$ cat src/pmst_pkg.sv
// shared constants and types for the prim spanning tree unit
package pmst_pkg;

  localparam int DEF_MAX_VERTICES = 16;
  localparam int KEY_W            = 10;
  localparam int VC_W             = 5;
  localparam int VERT_OUT_W       = 4;

  localparam logic [KEY_W-1:0] KEY_INIT     = 10'd1000;
  localparam logic [VC_W-1:0]  VCOUNT_RESET = 5'd16;

  localparam logic OP_WRITE = 1'b0;
  localparam logic OP_RUN   = 1'b1;

  typedef enum logic [3:0] {
    ST_CLEAR,
    ST_IDLE,
    ST_INIT,
    ST_SCAN,
    ST_MARK_RD,
    ST_MARK_WR,
    ST_RELAX,
    ST_OUT_NODE,
    ST_OUT_WT,
    ST_OUT_LOAD
  } pmst_state_t;

endpackage

$ cat src/prim_minimum_spanning_tree_unit.sv
// prim minimum spanning tree over an adjacency weight matrix
//
// in channel (valid/ready): operation 0 writes one edge weight into the
// matrix (taken one beat per cycle while idle, no result), operation 1 runs
// the tree from start_vertex over n = vertex_count vertices (clamped to
// 1..MAX_VERTICES). a run with start out of range or n = 1 gives no result.
// cfg channel: vertex_count, always ready; write it only while idle.
// out channel (valid/ready): n-1 beats per run, children start+1 wrapping
// round to start-1, last set on the final beat.
// a run: the vertex table is set up first, then n rounds of a linear min
// scan plus a relax sweep, all through the one read port of the vertex
// table; then each result beat takes a vertex read, a weight read and a
// load. in_ready is low for the whole run.
// reset: the weight matrix is swept to zero, one entry a cycle, over all
// (2^clog2(MAX_VERTICES))^2 entries (256 by default) with in_ready low.
// a stalled receiver holds the result register; the sequencer waits on it.
module prim_minimum_spanning_tree_unit
  import pmst_pkg::*;
#(
  parameter int MAX_VERTICES = DEF_MAX_VERTICES
) (
  input  logic                  clk,
  input  logic                  rst_n,
  input  logic                  cfg_valid,
  output logic                  cfg_ready,
  input  logic [VC_W-1:0]       cfg_vertex_count,
  input  logic                  in_valid,
  output logic                  in_ready,
  input  logic                  in_operation,
  input  logic [3:0]            in_from_vertex,
  input  logic [3:0]            in_to_vertex,
  input  logic [KEY_W-1:0]      in_edge_weight_in,
  input  logic [3:0]            in_start_vertex,
  output logic                  out_valid,
  input  logic                  out_ready,
  output logic [VERT_OUT_W-1:0] out_parent_vertex,
  output logic [VERT_OUT_W-1:0] out_child_vertex,
  output logic [KEY_W-1:0]      out_tree_edge_weight,
  output logic                  out_reached,
  output logic                  out_last
);

  localparam int VW      = $clog2(MAX_VERTICES);
  localparam int CW      = $clog2(MAX_VERTICES + 1);
  localparam int CMPW    = (CW > VC_W) ? CW : VC_W;
  localparam int NODE_W  = KEY_W + VW + 2;
  localparam int WADDR_W = 2 * VW;

  pmst_state_t state_r, state_nxt;

  logic [VC_W-1:0]    vcount_r;
  logic [WADDR_W-1:0] clr_cnt_r;
  logic [CW-1:0]      n_r;
  logic [VW-1:0]      start_r;
  logic [CW-1:0]      cnt_r;
  logic [CW-1:0]      it_r;
  logic [KEY_W-1:0]   best_key_r;
  logic [VW-1:0]      best_idx_r;
  logic               pend_r;
  logic [VW-1:0]      pidx_r;
  logic [VW-1:0]      ov_r;
  logic [VW-1:0]      par_r;
  logic               pset_r;

  logic                  out_valid_r;
  logic [VERT_OUT_W-1:0] out_parent_r;
  logic [VERT_OUT_W-1:0] out_child_r;
  logic [KEY_W-1:0]      out_weight_r;
  logic                  out_reached_r;
  logic                  out_last_r;

  // vertex table: {key, parent, parent set, in tree}
  logic              node_we, node_re;
  logic [VW-1:0]     node_waddr, node_raddr;
  logic [NODE_W-1:0] node_wdata, node_q;
  logic [KEY_W-1:0]  q_key;
  logic [VW-1:0]     q_par;
  logic              q_pset, q_intree;

  logic               w_we, w_re;
  logic [WADDR_W-1:0] w_waddr, w_raddr;
  logic [KEY_W-1:0]   w_wdata, w_q;

  logic [CMPW-1:0] vc_ext, s_inc;
  logic [CW-1:0]   n_eff, ov_inc;
  logic [VW-1:0]   cnt_idx, ov_wrap, start_wrap;
  logic            cnt_last, init_last, run_ok, edge_ok, in_beat;
  logic            scan_take, relax_upd, out_free, ov_last, iter_last;

  assign q_key    = node_q[NODE_W-1:VW+2];
  assign q_par    = node_q[VW+1:2];
  assign q_pset   = node_q[1];
  assign q_intree = node_q[0];

  // effective vertex count, 0 acts as 1 and large values clamp
  always_comb begin
    vc_ext = CMPW'(vcount_r);
    if (vc_ext == '0) begin
      n_eff = CW'(1);
    end else if (vc_ext > CMPW'(MAX_VERTICES)) begin
      n_eff = CW'(MAX_VERTICES);
    end else begin
      n_eff = CW'(vc_ext);
    end
  end

  assign in_beat = in_valid && in_ready;
  assign run_ok  = (in_operation == OP_RUN) &&
                   (CMPW'(in_start_vertex) < CMPW'(n_eff)) && (n_eff != CW'(1));
  assign edge_ok = (in_operation == OP_WRITE) &&
                   (CMPW'(in_from_vertex) < CMPW'(MAX_VERTICES)) &&
                   (CMPW'(in_to_vertex) < CMPW'(MAX_VERTICES));

  assign s_inc      = CMPW'(in_start_vertex) + CMPW'(1);
  assign start_wrap = (s_inc == CMPW'(n_eff)) ? '0 : VW'(s_inc);

  assign cnt_idx   = cnt_r[VW-1:0];
  assign cnt_last  = (cnt_r == n_r);
  assign init_last = (cnt_r == n_r - CW'(1));
  assign iter_last = (it_r == n_r - CW'(1));

  assign ov_inc  = CW'(ov_r) + CW'(1);
  assign ov_wrap = (ov_inc == n_r) ? '0 : ov_inc[VW-1:0];
  assign ov_last = (ov_wrap == start_r);

  assign scan_take = pend_r && !q_intree && (q_key < best_key_r);
  assign relax_upd = pend_r && !q_intree && (w_q != '0) && (w_q < q_key);
  assign out_free  = !out_valid_r || out_ready;

  // next state
  always_comb begin
    state_nxt = state_r;
    case (state_r)
      ST_CLEAR: begin
        if (&clr_cnt_r) state_nxt = ST_IDLE;
      end
      ST_IDLE: begin
        if (in_valid && run_ok) state_nxt = ST_INIT;
      end
      ST_INIT: begin
        if (init_last) state_nxt = ST_SCAN;
      end
      ST_SCAN: begin
        if (cnt_last) state_nxt = ST_MARK_RD;
      end
      ST_MARK_RD:  state_nxt = ST_MARK_WR;
      ST_MARK_WR:  state_nxt = ST_RELAX;
      ST_RELAX: begin
        if (cnt_last) state_nxt = iter_last ? ST_OUT_NODE : ST_SCAN;
      end
      ST_OUT_NODE: state_nxt = ST_OUT_WT;
      ST_OUT_WT:   state_nxt = ST_OUT_LOAD;
      ST_OUT_LOAD: begin
        if (out_free) state_nxt = ov_last ? ST_IDLE : ST_OUT_NODE;
      end
      default:     state_nxt = ST_IDLE;
    endcase
  end

  // memory controls and handshake outputs
  always_comb begin
    in_ready   = 1'b0;
    node_we    = 1'b0;
    node_waddr = cnt_idx;
    node_wdata = '0;
    node_re    = 1'b0;
    node_raddr = cnt_idx;
    w_we       = 1'b0;
    w_waddr    = clr_cnt_r;
    w_wdata    = '0;
    w_re       = 1'b0;
    w_raddr    = {best_idx_r, cnt_idx};
    case (state_r)
      ST_CLEAR: begin
        w_we = 1'b1;
      end
      ST_IDLE: begin
        in_ready = 1'b1;
        w_we     = in_valid && edge_ok;
        w_waddr  = {VW'(in_from_vertex), VW'(in_to_vertex)};
        w_wdata  = in_edge_weight_in;
      end
      ST_INIT: begin
        node_we    = 1'b1;
        node_wdata = {((cnt_idx == start_r) ? KEY_W'(0) : KEY_INIT), VW'(0), 2'b00};
      end
      ST_SCAN: begin
        node_re = !cnt_last;
      end
      ST_MARK_RD: begin
        node_re    = 1'b1;
        node_raddr = best_idx_r;
      end
      ST_MARK_WR: begin
        node_we    = 1'b1;
        node_waddr = best_idx_r;
        node_wdata = {node_q[NODE_W-1:1], 1'b1};
      end
      ST_RELAX: begin
        node_re    = !cnt_last;
        w_re       = !cnt_last;
        node_we    = relax_upd;
        node_waddr = pidx_r;
        node_wdata = {w_q, best_idx_r, 2'b10};
      end
      ST_OUT_NODE: begin
        node_re    = 1'b1;
        node_raddr = ov_r;
      end
      ST_OUT_WT: begin
        w_re    = 1'b1;
        w_raddr = {q_par, ov_r};
      end
      ST_OUT_LOAD: begin
        w_raddr = {par_r, ov_r};
      end
      default: begin
        in_ready = 1'b0;
      end
    endcase
  end

  assign cfg_ready = 1'b1;

  always_ff @(posedge clk) begin
    if (!rst_n) begin
      state_r     <= ST_CLEAR;
      vcount_r    <= VCOUNT_RESET;
      clr_cnt_r   <= '0;
      out_valid_r <= 1'b0;
      pend_r      <= 1'b0;
    end else begin
      state_r <= state_nxt;
      if (cfg_valid) begin
        vcount_r <= cfg_vertex_count;
      end
      if (state_r == ST_CLEAR) begin
        clr_cnt_r <= clr_cnt_r + WADDR_W'(1);
      end
      pend_r <= ((state_r == ST_SCAN) || (state_r == ST_RELAX)) && !cnt_last;
      if ((state_r == ST_OUT_LOAD) && out_free) begin
        out_valid_r <= 1'b1;
      end else if (out_ready) begin
        out_valid_r <= 1'b0;
      end
    end
  end

  always_ff @(posedge clk) begin
    pidx_r <= cnt_idx;
    if (state_r != state_nxt) begin
      cnt_r <= '0;
    end else begin
      cnt_r <= cnt_r + CW'(1);
    end
    if ((state_r == ST_IDLE) && in_beat && run_ok) begin
      n_r     <= n_eff;
      start_r <= VW'(in_start_vertex);
      ov_r    <= start_wrap;
      it_r    <= '0;
    end
    // fresh min search each round
    if (state_nxt == ST_SCAN && state_r != ST_SCAN) begin
      best_key_r <= KEY_INIT;
      best_idx_r <= '0;
    end else if ((state_r == ST_SCAN) && scan_take) begin
      best_key_r <= q_key;
      best_idx_r <= pidx_r;
    end
    if ((state_r == ST_RELAX) && cnt_last) begin
      it_r <= it_r + CW'(1);
    end
    if (state_r == ST_OUT_WT) begin
      par_r  <= q_par;
      pset_r <= q_pset;
    end
    if ((state_r == ST_OUT_LOAD) && out_free) begin
      out_parent_r  <= pset_r ? VERT_OUT_W'(par_r) : '0;
      out_child_r   <= VERT_OUT_W'(ov_r);
      out_weight_r  <= pset_r ? w_q : '0;
      out_reached_r <= pset_r;
      out_last_r    <= ov_last;
      ov_r          <= ov_wrap;
    end
  end

  assign out_valid            = out_valid_r;
  assign out_parent_vertex    = out_parent_r;
  assign out_child_vertex     = out_child_r;
  assign out_tree_edge_weight = out_weight_r;
  assign out_reached          = out_reached_r;
  assign out_last             = out_last_r;

  pmst_ram #(
    .WIDTH (NODE_W),
    .DEPTH (1 << VW)
  ) u_node_ram (
    .clk   (clk),
    .we    (node_we),
    .waddr (node_waddr),
    .wdata (node_wdata),
    .re    (node_re),
    .raddr (node_raddr),
    .rdata (node_q)
  );

  pmst_ram #(
    .WIDTH (KEY_W),
    .DEPTH (1 << WADDR_W)
  ) u_weight_ram (
    .clk   (clk),
    .we    (w_we),
    .waddr (w_waddr),
    .wdata (w_wdata),
    .re    (w_re),
    .raddr (w_raddr),
    .rdata (w_q)
  );

  // an unreached child carries no parent and no weight
  a_unreached_zero: assert property (@(posedge clk) disable iff (!rst_n)
    out_valid && !out_reached |-> (out_tree_edge_weight == '0) && (out_parent_vertex == '0))
    else $error("unreached child with nonzero parent or weight");

  // the picked vertex always lies inside the active vertex range
  a_pick_in_range: assert property (@(posedge clk) disable iff (!rst_n)
    (state_r == ST_MARK_RD) |-> (CMPW'(best_idx_r) < CMPW'(n_r)))
    else $error("picked vertex out of range");

  // a new result beat only comes from the load step
  a_load_source: assert property (@(posedge clk) disable iff (!rst_n)
    $rose(out_valid_r) |-> $past(state_r == ST_OUT_LOAD))
    else $error("result appeared outside the load step");

  // loading the last beat of a run returns the sequencer to idle
  a_last_ends_run: assert property (@(posedge clk) disable iff (!rst_n)
    (state_r == ST_OUT_LOAD) && out_free && ov_last |=> (state_r == ST_IDLE))
    else $error("result sequence continued past last beat");

endmodule

$ cat src/pmst_ram.sv
// generic single write port, single read port ram with registered read
module pmst_ram #(
  parameter int WIDTH = 8,
  parameter int DEPTH = 16
) (
  input  logic                     clk,
  input  logic                     we,
  input  logic [$clog2(DEPTH)-1:0] waddr,
  input  logic [WIDTH-1:0]         wdata,
  input  logic                     re,
  input  logic [$clog2(DEPTH)-1:0] raddr,
  output logic [WIDTH-1:0]         rdata
);

  logic [WIDTH-1:0] mem [DEPTH];

  always_ff @(posedge clk) begin
    if (we) begin
      mem[waddr] <= wdata;
    end
    if (re) begin
      rdata <= mem[raddr];
    end
  end

endmodule

$ cat config.mk
export PLATFORM = sky130hd
export DESIGN_NAME = prim_minimum_spanning_tree_unit
export DESIGN_NICKNAME = d
export VERILOG_FILES = /design/src/pmst_pkg.sv /design/src/prim_minimum_spanning_tree_unit.sv /design/src/pmst_ram.sv
export SDC_FILE = /design/constraint.sdc
export NUM_CORES = 2
export LEC_CHECK = 0
export BUFFER_PORTS_ARGS = -buffer_cell sky130_fd_sc_hd__buf_2
export CORE_MARGIN = 1
export CORE_UTILIZATION = 30
export CTS_BUF_LIST = sky130_fd_sc_hd__clkbuf_4
export DETAILED_ROUTE_END_ITERATION = 10
export PLACE_DENSITY = 0.41
export REMOVE_ABC_BUFFERS = 1
export SYNTH_ARGS = -nofsm -noshare
export SYNTH_HDL_FRONTEND = slang
export SYNTH_SLANG_ARGS = --single-unit
$ cat constraint.sdc
create_clock -name clk -period 17.5 [get_ports clk]
set_clock_uncertainty 0.15 [all_clocks]
set_input_delay 0 -clock clk [delete_from_list [all_inputs] [get_ports clk]]
set_output_delay 0 -clock clk [all_outputs]
set_load 0.1 [all_outputs]
* Word level (Yosys, flattened, before mapping)
Memory sizes are Yosys's and may differ from the RTL's. A register that Yosys moved wholly into a read port is not among the register bits. Index checks and enable logic that the tools add are counted.
Storage, ports and cells: logic and storage cells 119, RAM bits 2816, input bits 33, memories 2, bits in latches 0, ROM bits 0, register bits after elaboration 85, output and inout port bits 23
Memory list:
- u_weight_ram.mem | depth 256, bits a word 10, rd ports 1, clocked after memory_dff 1, write ports 1, RTL line pmst_ram.sv:15 | logic [WIDTH-1:0] mem [DEPTH];
- u_node_ram.mem | depth 16, bits a word 16, rd ports 1, clocked after memory_dff 1, write ports 1, RTL line pmst_ram.sv:15
Operators by class: multiplexer cells 35, add/subtract/negate cells 6, shifts and indexed selects 0, magnitude comparators 4, bitwise logic cells 1, divide/modulo/power cells 0, multipliers 0, equality and inequality tests 20, reduce and logical (&&, ||, !) cells 31
Operators by type and width (number):
- 16-bit one-hot mux with 3 select lines | 1
- 4-bit 2-to-1 mux | 10
- 4-bit one-hot mux with 10 select lines | 1
- 5-bit == test | 5
- 10-bit less-than comparator | 2
- 10-bit 2-to-1 mux | 2
- 5-bit 2-to-1 mux | 4
- 4-bit by 3-bit == test with 1-bit output (second input constant) | 4
- 1-bit logical AND | 16
- 4-bit one-hot mux with 2 select lines | 2
- 8-bit one-hot mux with 2 select lines | 1
- 4-bit by 2-bit == test with 1-bit output (second input constant) | 3
- 4-bit by 1-bit adder with 5-bit output (second input constant) | 2
- 5-bit by 1-bit adder with 5-bit output (second input constant) | 2
- 10-bit nonzero test | 1
- 8-bit by 1-bit adder with 8-bit output (second input constant) | 1
- 4-bit == test | 2
- 4-bit == test (second input constant) | 2
- 8-bit 2-to-1 mux | 1
- 1-bit one-hot mux with 2 select lines | 4
- 8-bit AND reduction | 1
- 1-bit 2-to-1 mux | 7
- 3-bit 2-to-1 mux | 2
- 2-bit nonzero test | 3
- 13 further kinds | 18

* Logic depth before layout (Yosys ltp)
depth after elaboration 11, depth in mapped cells 15, depth with buffers taken out 12

* Cells and area by module
A second synthesis with hierarchy kept.
Second synthesis, totals: cells, all modules 5628, area, all modules 114778.8 um2
By module, submodules not included:
- pmst_ram at u_weight_ram | cells an instance 4642, instances 1, seq. area each 77174.0 um2, area each 99354.0 um2
- pmst_ram at u_node_ram | cells an instance 432, instances 1, seq. area each 8167.8 um2, area each 10202.3 um2
- prim_minimum_spanning_tree_unit | cells an instance 554, instances 1, seq. area each 2132.0 um2, area each 5222.5 um2

* Least setup slack after synthesis
No wires, ideal clock.
path kind reg2reg, from register state_r[1], to memory u_weight_ram.mem[0][1] (netlist name) (data pin), data required time 16487 ps, buffers on the path 4, library setup time 863 ps, data arrival time 5838 ps, path slack 10649 ps, clock period less this slack 6851 ps, cell stages (with the launch flop) 9, path through dfxtp_1 > clkbuf_1 > nor2_1 > nand2_1 > inv_1 > clkbuf_1 > clkbuf_1 > clkbuf_1 > and2_1
On the way: longest elaborated chain between the ends 2
Ends and longest elaborated chain:
- from (decl) | RTL line prim_minimum_spanning_tree_unit.sv:49 | pmst_state_t state_r, state_nxt;
- from (signal assigned) | RTL line prim_minimum_spanning_tree_unit.sv:233 | state_r <= state_nxt;
- 4-bit by 1-bit == test with 1-bit output | RTL line prim_minimum_spanning_tree_unit.sv:173 | case (state_r)
- 10-bit 2-to-1 mux | RTL line prim_minimum_spanning_tree_unit.sv:173
- net u_weight_ram.wdata[1] | RTL line pmst_ram.sv:9 | input logic [WIDTH-1:0] wdata,
- to (decl) | RTL line pmst_ram.sv:15
The timed path passes the listed nets, and every way through them passes these cells.

* Final worst setup path
from register state_r[1], to register u_weight_ram.rdata[0] (read register of u_weight_ram.mem) (data pin)
On the way: longest elaborated chain between the ends 2, elaborated cells on any way between the ends 5, classes of those cells 3 x eq/ne; 2 x mux
Ends and longest elaborated chain:
- 4-bit == test or 4-bit by 3-bit == test with 1-bit output (tied branches) | RTL line prim_minimum_spanning_tree_unit.sv:173
- 8-bit one-hot mux with 2 select lines or 1-bit one-hot mux with 2 select lines (tied branches) | RTL line prim_minimum_spanning_tree_unit.sv:173
- to (decl) | RTL line pmst_ram.sv:12 | output logic [WIDTH-1:0] rdata
Several ways; a longest one is shown, not always the timed one. A chain may end at the register's enable or synchronous reset.

==> parameters.txt <==
Parameter                              Value

Power
  Internal cell power ... 0.0122 W
  Worst VDD drop ... 0.108 mV
  Switching power ... 0.00680 W
  Combinational Power Share ... 27.0%
  Power per standard cell area ... 137 mW/mm2
  Total leakage power ... 49.7 nW
  Clock share of power ... 32.6%
  Switching fraction of total power ... 35.8%
  Sequential cell fraction of total power ... 40.4%

Cells and area
  Most common cell after layout, fill and taps aside ... sky130_fd_sc_hd__edfxtp_1
  Area Overhead vs Synth ... 16.2%
  Filler Cells Inserted ... 38500
  Proportion of layout cells with a drive suffix above 1 ... 19.3%
  Commonest cells after routing, fill and taps aside ... sky130_fd_sc_hd__edfxtp_1, sky130_fd_sc_hd__nand2_1, sky130_fd_sc_hd__clkbuf_4, sky130_fd_sc_hd__mux2i_1, sky130_fd_sc_hd__nand3_1
  Nets ... 9133
  Area of the multi-input gates ... 0.0296 mm2
  End-of-flow core utilization ... 35.0%
  FF+latch area ... 0.0875 mm2

Setup path
  Maximum fanout along the worst path ... 116
  Endpoint arrival time on the critical path ... 8700 ps
  Crit. Startpoint ... state_r[1]$_SDFF_PN0_
  Worst reg-to-reg path cell count ... 12
  Type of element launching the critical path ... flip-flop
  Most common cell type on the critical path ... sky130_fd_sc_hd__buf_4
  Standard cell with the maximum stage delay on the critical path ... sky130_fd_sc_hd__dfxtp_1
  Setup crit end kind ... flip-flop
  Launch point of the worst reg-to-reg path ... state_r[1]$_SDFF_PN0_
  Largest stage delay, worst path ... 1070 ps
  Start-to-end type of the worst setup path ... reg -> reg
  Crit-path cells ... or3b_4 > a21o_4 > buf_12 > buf_4 > buf_4 > buf_4 > mux2i_1 > mux4_2 > and2_1 > a211oi_1 > nor4_1 > nand4_1
  Worst endpoint required time ... 18680 ps
  RR Endpoint ... u_weight_ram.rdata[0]$_DFFE_PP_
  Reg2reg setup slack ... 9980 ps

STA
  Maximum clock frequency ... 133 MHz
  Slew margin rel. ... 6.27%
  Pins over their slew limit ... 0
  Number of setup violations in the final report ... 0
  Worst hold-check slack ... 225 ps
  Worst-margin pin slew ... 1400 ps
  RSZ-0062 raised after global routing ... false
  Post-route fraction of the period consumed by the critical path ... 43.0%
  Final Hold Viols ... 0
  Time the worst path needs with I/O delays and setup ... 7520 ps

Clocking
  Number of CTS-inserted buffers ... 790
  Total clock sinks ... 2927
  Count of H-tree levels built during CTS ... 6
  Maximum count of clock buffers along a single path ... 4
  CTS tree ... built
  Number of post-CTS setup repair buffers ... 0
  Clock slew at the register clock pins of the worst setup and hold paths ... 70 ps
  Clock root cell ... sky130_fd_sc_hd__clkbuf_4
  Clock network latency to the later pin of the worst-skew pair ... 1630 ps

Floorplanning
  Die height ... 633 um
  Initial standard-cell utilization of the core ... 30.1%
  Area of the core ... 0.396 mm2
  Die Footprint ... 0.400 mm2
  IO Count ... 56
  Site Rows ... 231
  Floorplan die width ... 633 um

Yosys
  Post-synth EDFFs ... 2885
  Synthesized cell area ... 0.119 mm2
  Mean instance size in the synthesized netlist ... 14.4 um2
  Total number of yosys warnings ... 0
  Dominant combinational cell family by area after synthesis ... simple AND/OR/NAND/NOR gates
  Netlist cell types ... 78
  Fraction of the mapped netlist area in compound gates ... 6.14%
  Proportion of synthesized chip area in sequential cells ... 73.3%
  Main flop type after synthesis ... sky130_fd_sc_hd__edfxtp_1
  Flip-flop and latch count after synthesis ... 2927
  Multiplexer share of the synthesized area ... 7.61%
  Async set-reset flop share out of synthesis ... 0%
  Mapped Cells ... 8304
  Fraction of the mapped netlist area in adder cells ... 0.294%
  Share of synthesized cell area in and, or, nand and nor gates ... 9.78%
  Area share of xor/xnor cells in the synthesized design ... 0.308%

Status
  Result of the run ... finished clean

Placed design
  Buffers on Ports ... 54
  GPL Wtd Cong ... 0.825
  HPWL after DPL ... 274 mm

GRT
  First-pass GRT wire length ... 619 mm
  Sum of overflow across all layers after global routing ... 0
  Maximum number of pins on one net before global-route repair ... 149
  Antenna violations before repair ... 48
  GRT Total Usage ... 22.1%
  Number of global-route vias before repair ... 75600

Detailed routing
  Routed WL ... 454 mm
  First-pass iteration count of the detailed router ... 5
  Number of nets with antenna violations after detailed routing ... 0
  Mean routed wirelength per cell ... 30.4 um
  Routed via count divided by cell count ... 5.21
  Overall via count from detail_route ... 77800
  Remaining design rule violation count ... 0
  DRC violation total after the first TritonRoute iteration ... 7976

Min path
  Type of the most critical hold path ... in -> reg
  Min-Delay Endpoint ... u_weight_ram.mem[20][7]$_DFFE_PP_
  Hold Path Origin ... in_edge_weight_in[7]
  Worst Hold Path Cells ... 5

Run
  Reported max-cap violation count ... 0
metal layers:
| layer | global-route usage [%] | vias up | share of wire, % |
|---|---|---|---|
| met2 | 34.5 | 3438 | 45 |
| met5 | 0 | - | 0.025 |
| met3 | 4.79 | 669 | 8.0 |
| met4 | 6.58 | 16 | 2.8 |
| li1 | - | 33700 | - |
| met1 | 30.7 | 40000 | 44 |
power by group through the flow:
stage / logic (W) / clock network, W / registers [W]
after detailed placement: 0.00510 / 0 / 0.00782
after global routing: 0.00533 / 0.00669 / 0.00767
final: 0.00512 / 0.00620 / 0.00767
after floorplan: 0.00442 / 0 / 0.00782
after CTS: 0.00512 / 0.00635 / 0.00767
after global placement: 0.00509 / 0 / 0.00782
kinds of logic (layout without fill, tap and decap cells):
| logic type | Yosys count | count (layout) |
|---|---|---|
| muxes | 854 | 854 |
| xor gates and xnor gates | 42 | 42 |
| DFF | 2927 | 2927 |
| adders and majority gates | 28 | 28 |
| and+or+nand+nor | 2697 | 2697 |
| other | 1 | 12 |
| buffers and inverters | 730 | 2100 |
| AOI/OAI and AO/OA | 1025 | 1025 |
flip-flops by register name, indices dropped and copies added, names as in the netlist, 5 cells and up:
register              count
out_tree_edge_weight     10
n_r                       5
u_node_ram.mem          256
u_weight_ram.rdata       10
clr_cnt_r                 8
cnt_r                     5
it_r                      5
u_node_ram.rdata         16
best_key_r               10
u_weight_ram.mem       2560
vc_ext                    5
worst max path at each step:
stage | to | slack (ps) | cells after the start
2_1_floorplan | u_weight_ram.rdata[7]$_DFFE_PP_ | -22790 | 8
3_3_place_gp | u_weight_ram.rdata[0]$_DFFE_PP_ | 10140 | 12
3_5_place_dp | u_weight_ram.rdata[0]$_DFFE_PP_ | 10000 | 12
4_1_cts | u_weight_ram.rdata[0]$_DFFE_PP_ | 10020 | 12
5_1_grt | u_weight_ram.rdata[0]$_DFFE_PP_ | 9710 | 12
6_report | u_weight_ram.rdata[0]$_DFFE_PP_ | 9980 | 12
area by class of cell:
type / count / area share, %
sequential: 2927 / 63.1
multi-input combinational: 4647 / 21.3
clock buffer: 1198 / 6.48
tap: 5242 / 4.73
timing repair buffer: 506 / 3.06
clock inverter: 196 / 0.777
inverter: 200 / 0.541
antenna: 11 / 0.0198
worst max-delay path: cells and delay by family, from the launching register on:
kind	cells	cell delay [ps]
and+or+nand+nor	4	1720
DFF	1	1070
muxes	2	550
AOI/OAI and AO/OA	2	710
buffers and inverters	4	2710
timing repair:
| action | in CTS | in global routing |
|---|---|---|
| hold buffers | 109 | 0 |
| hold endpoints to repair | 4935 | 0 |
| resized for setup | 0 | 0 |
synth_stat cells (all sizes together) (22+ instances only):
master   count  area, um2
nor3        34        170
o2111ai     46        403
o21ai      105        526
a32oi       80        701
a31oi       72        450
nand4       78        488
a2111oi     55        482
xor2        22        193
a211oi     295       2210
inv        200        751
buf        251       1280
o22ai       33        206
edfxtp    2885      86600
and2        44        275
nand3      642       3210
nor4        37        231
a21oi      142        722
nor2       392       1490
mux2i      801       8020
mux4        42        946
nand2     1379       5180
dfxtp       42        841
ha          28        350
o211ai      24        185
clkbuf     279       1050
a22oi       33        248
through the flow:
stage                     setup slack (ps)  setup TNS, ps  instances  cell area [um2]  total power (W)
after floorplan                     -22790        -222920       7774           117000           0.0122
after global placement               10140              0      13400           127000           0.0129
after global routing                  9710              0      14900           139000           0.0197
after detailed placement             10000              0      13400           127000           0.0129
after CTS                            10020              0      14900           139000           0.0191
final                                 9980              0      14900           139000           0.0190
Note: power is estimated with default switching activity, not from simulation.
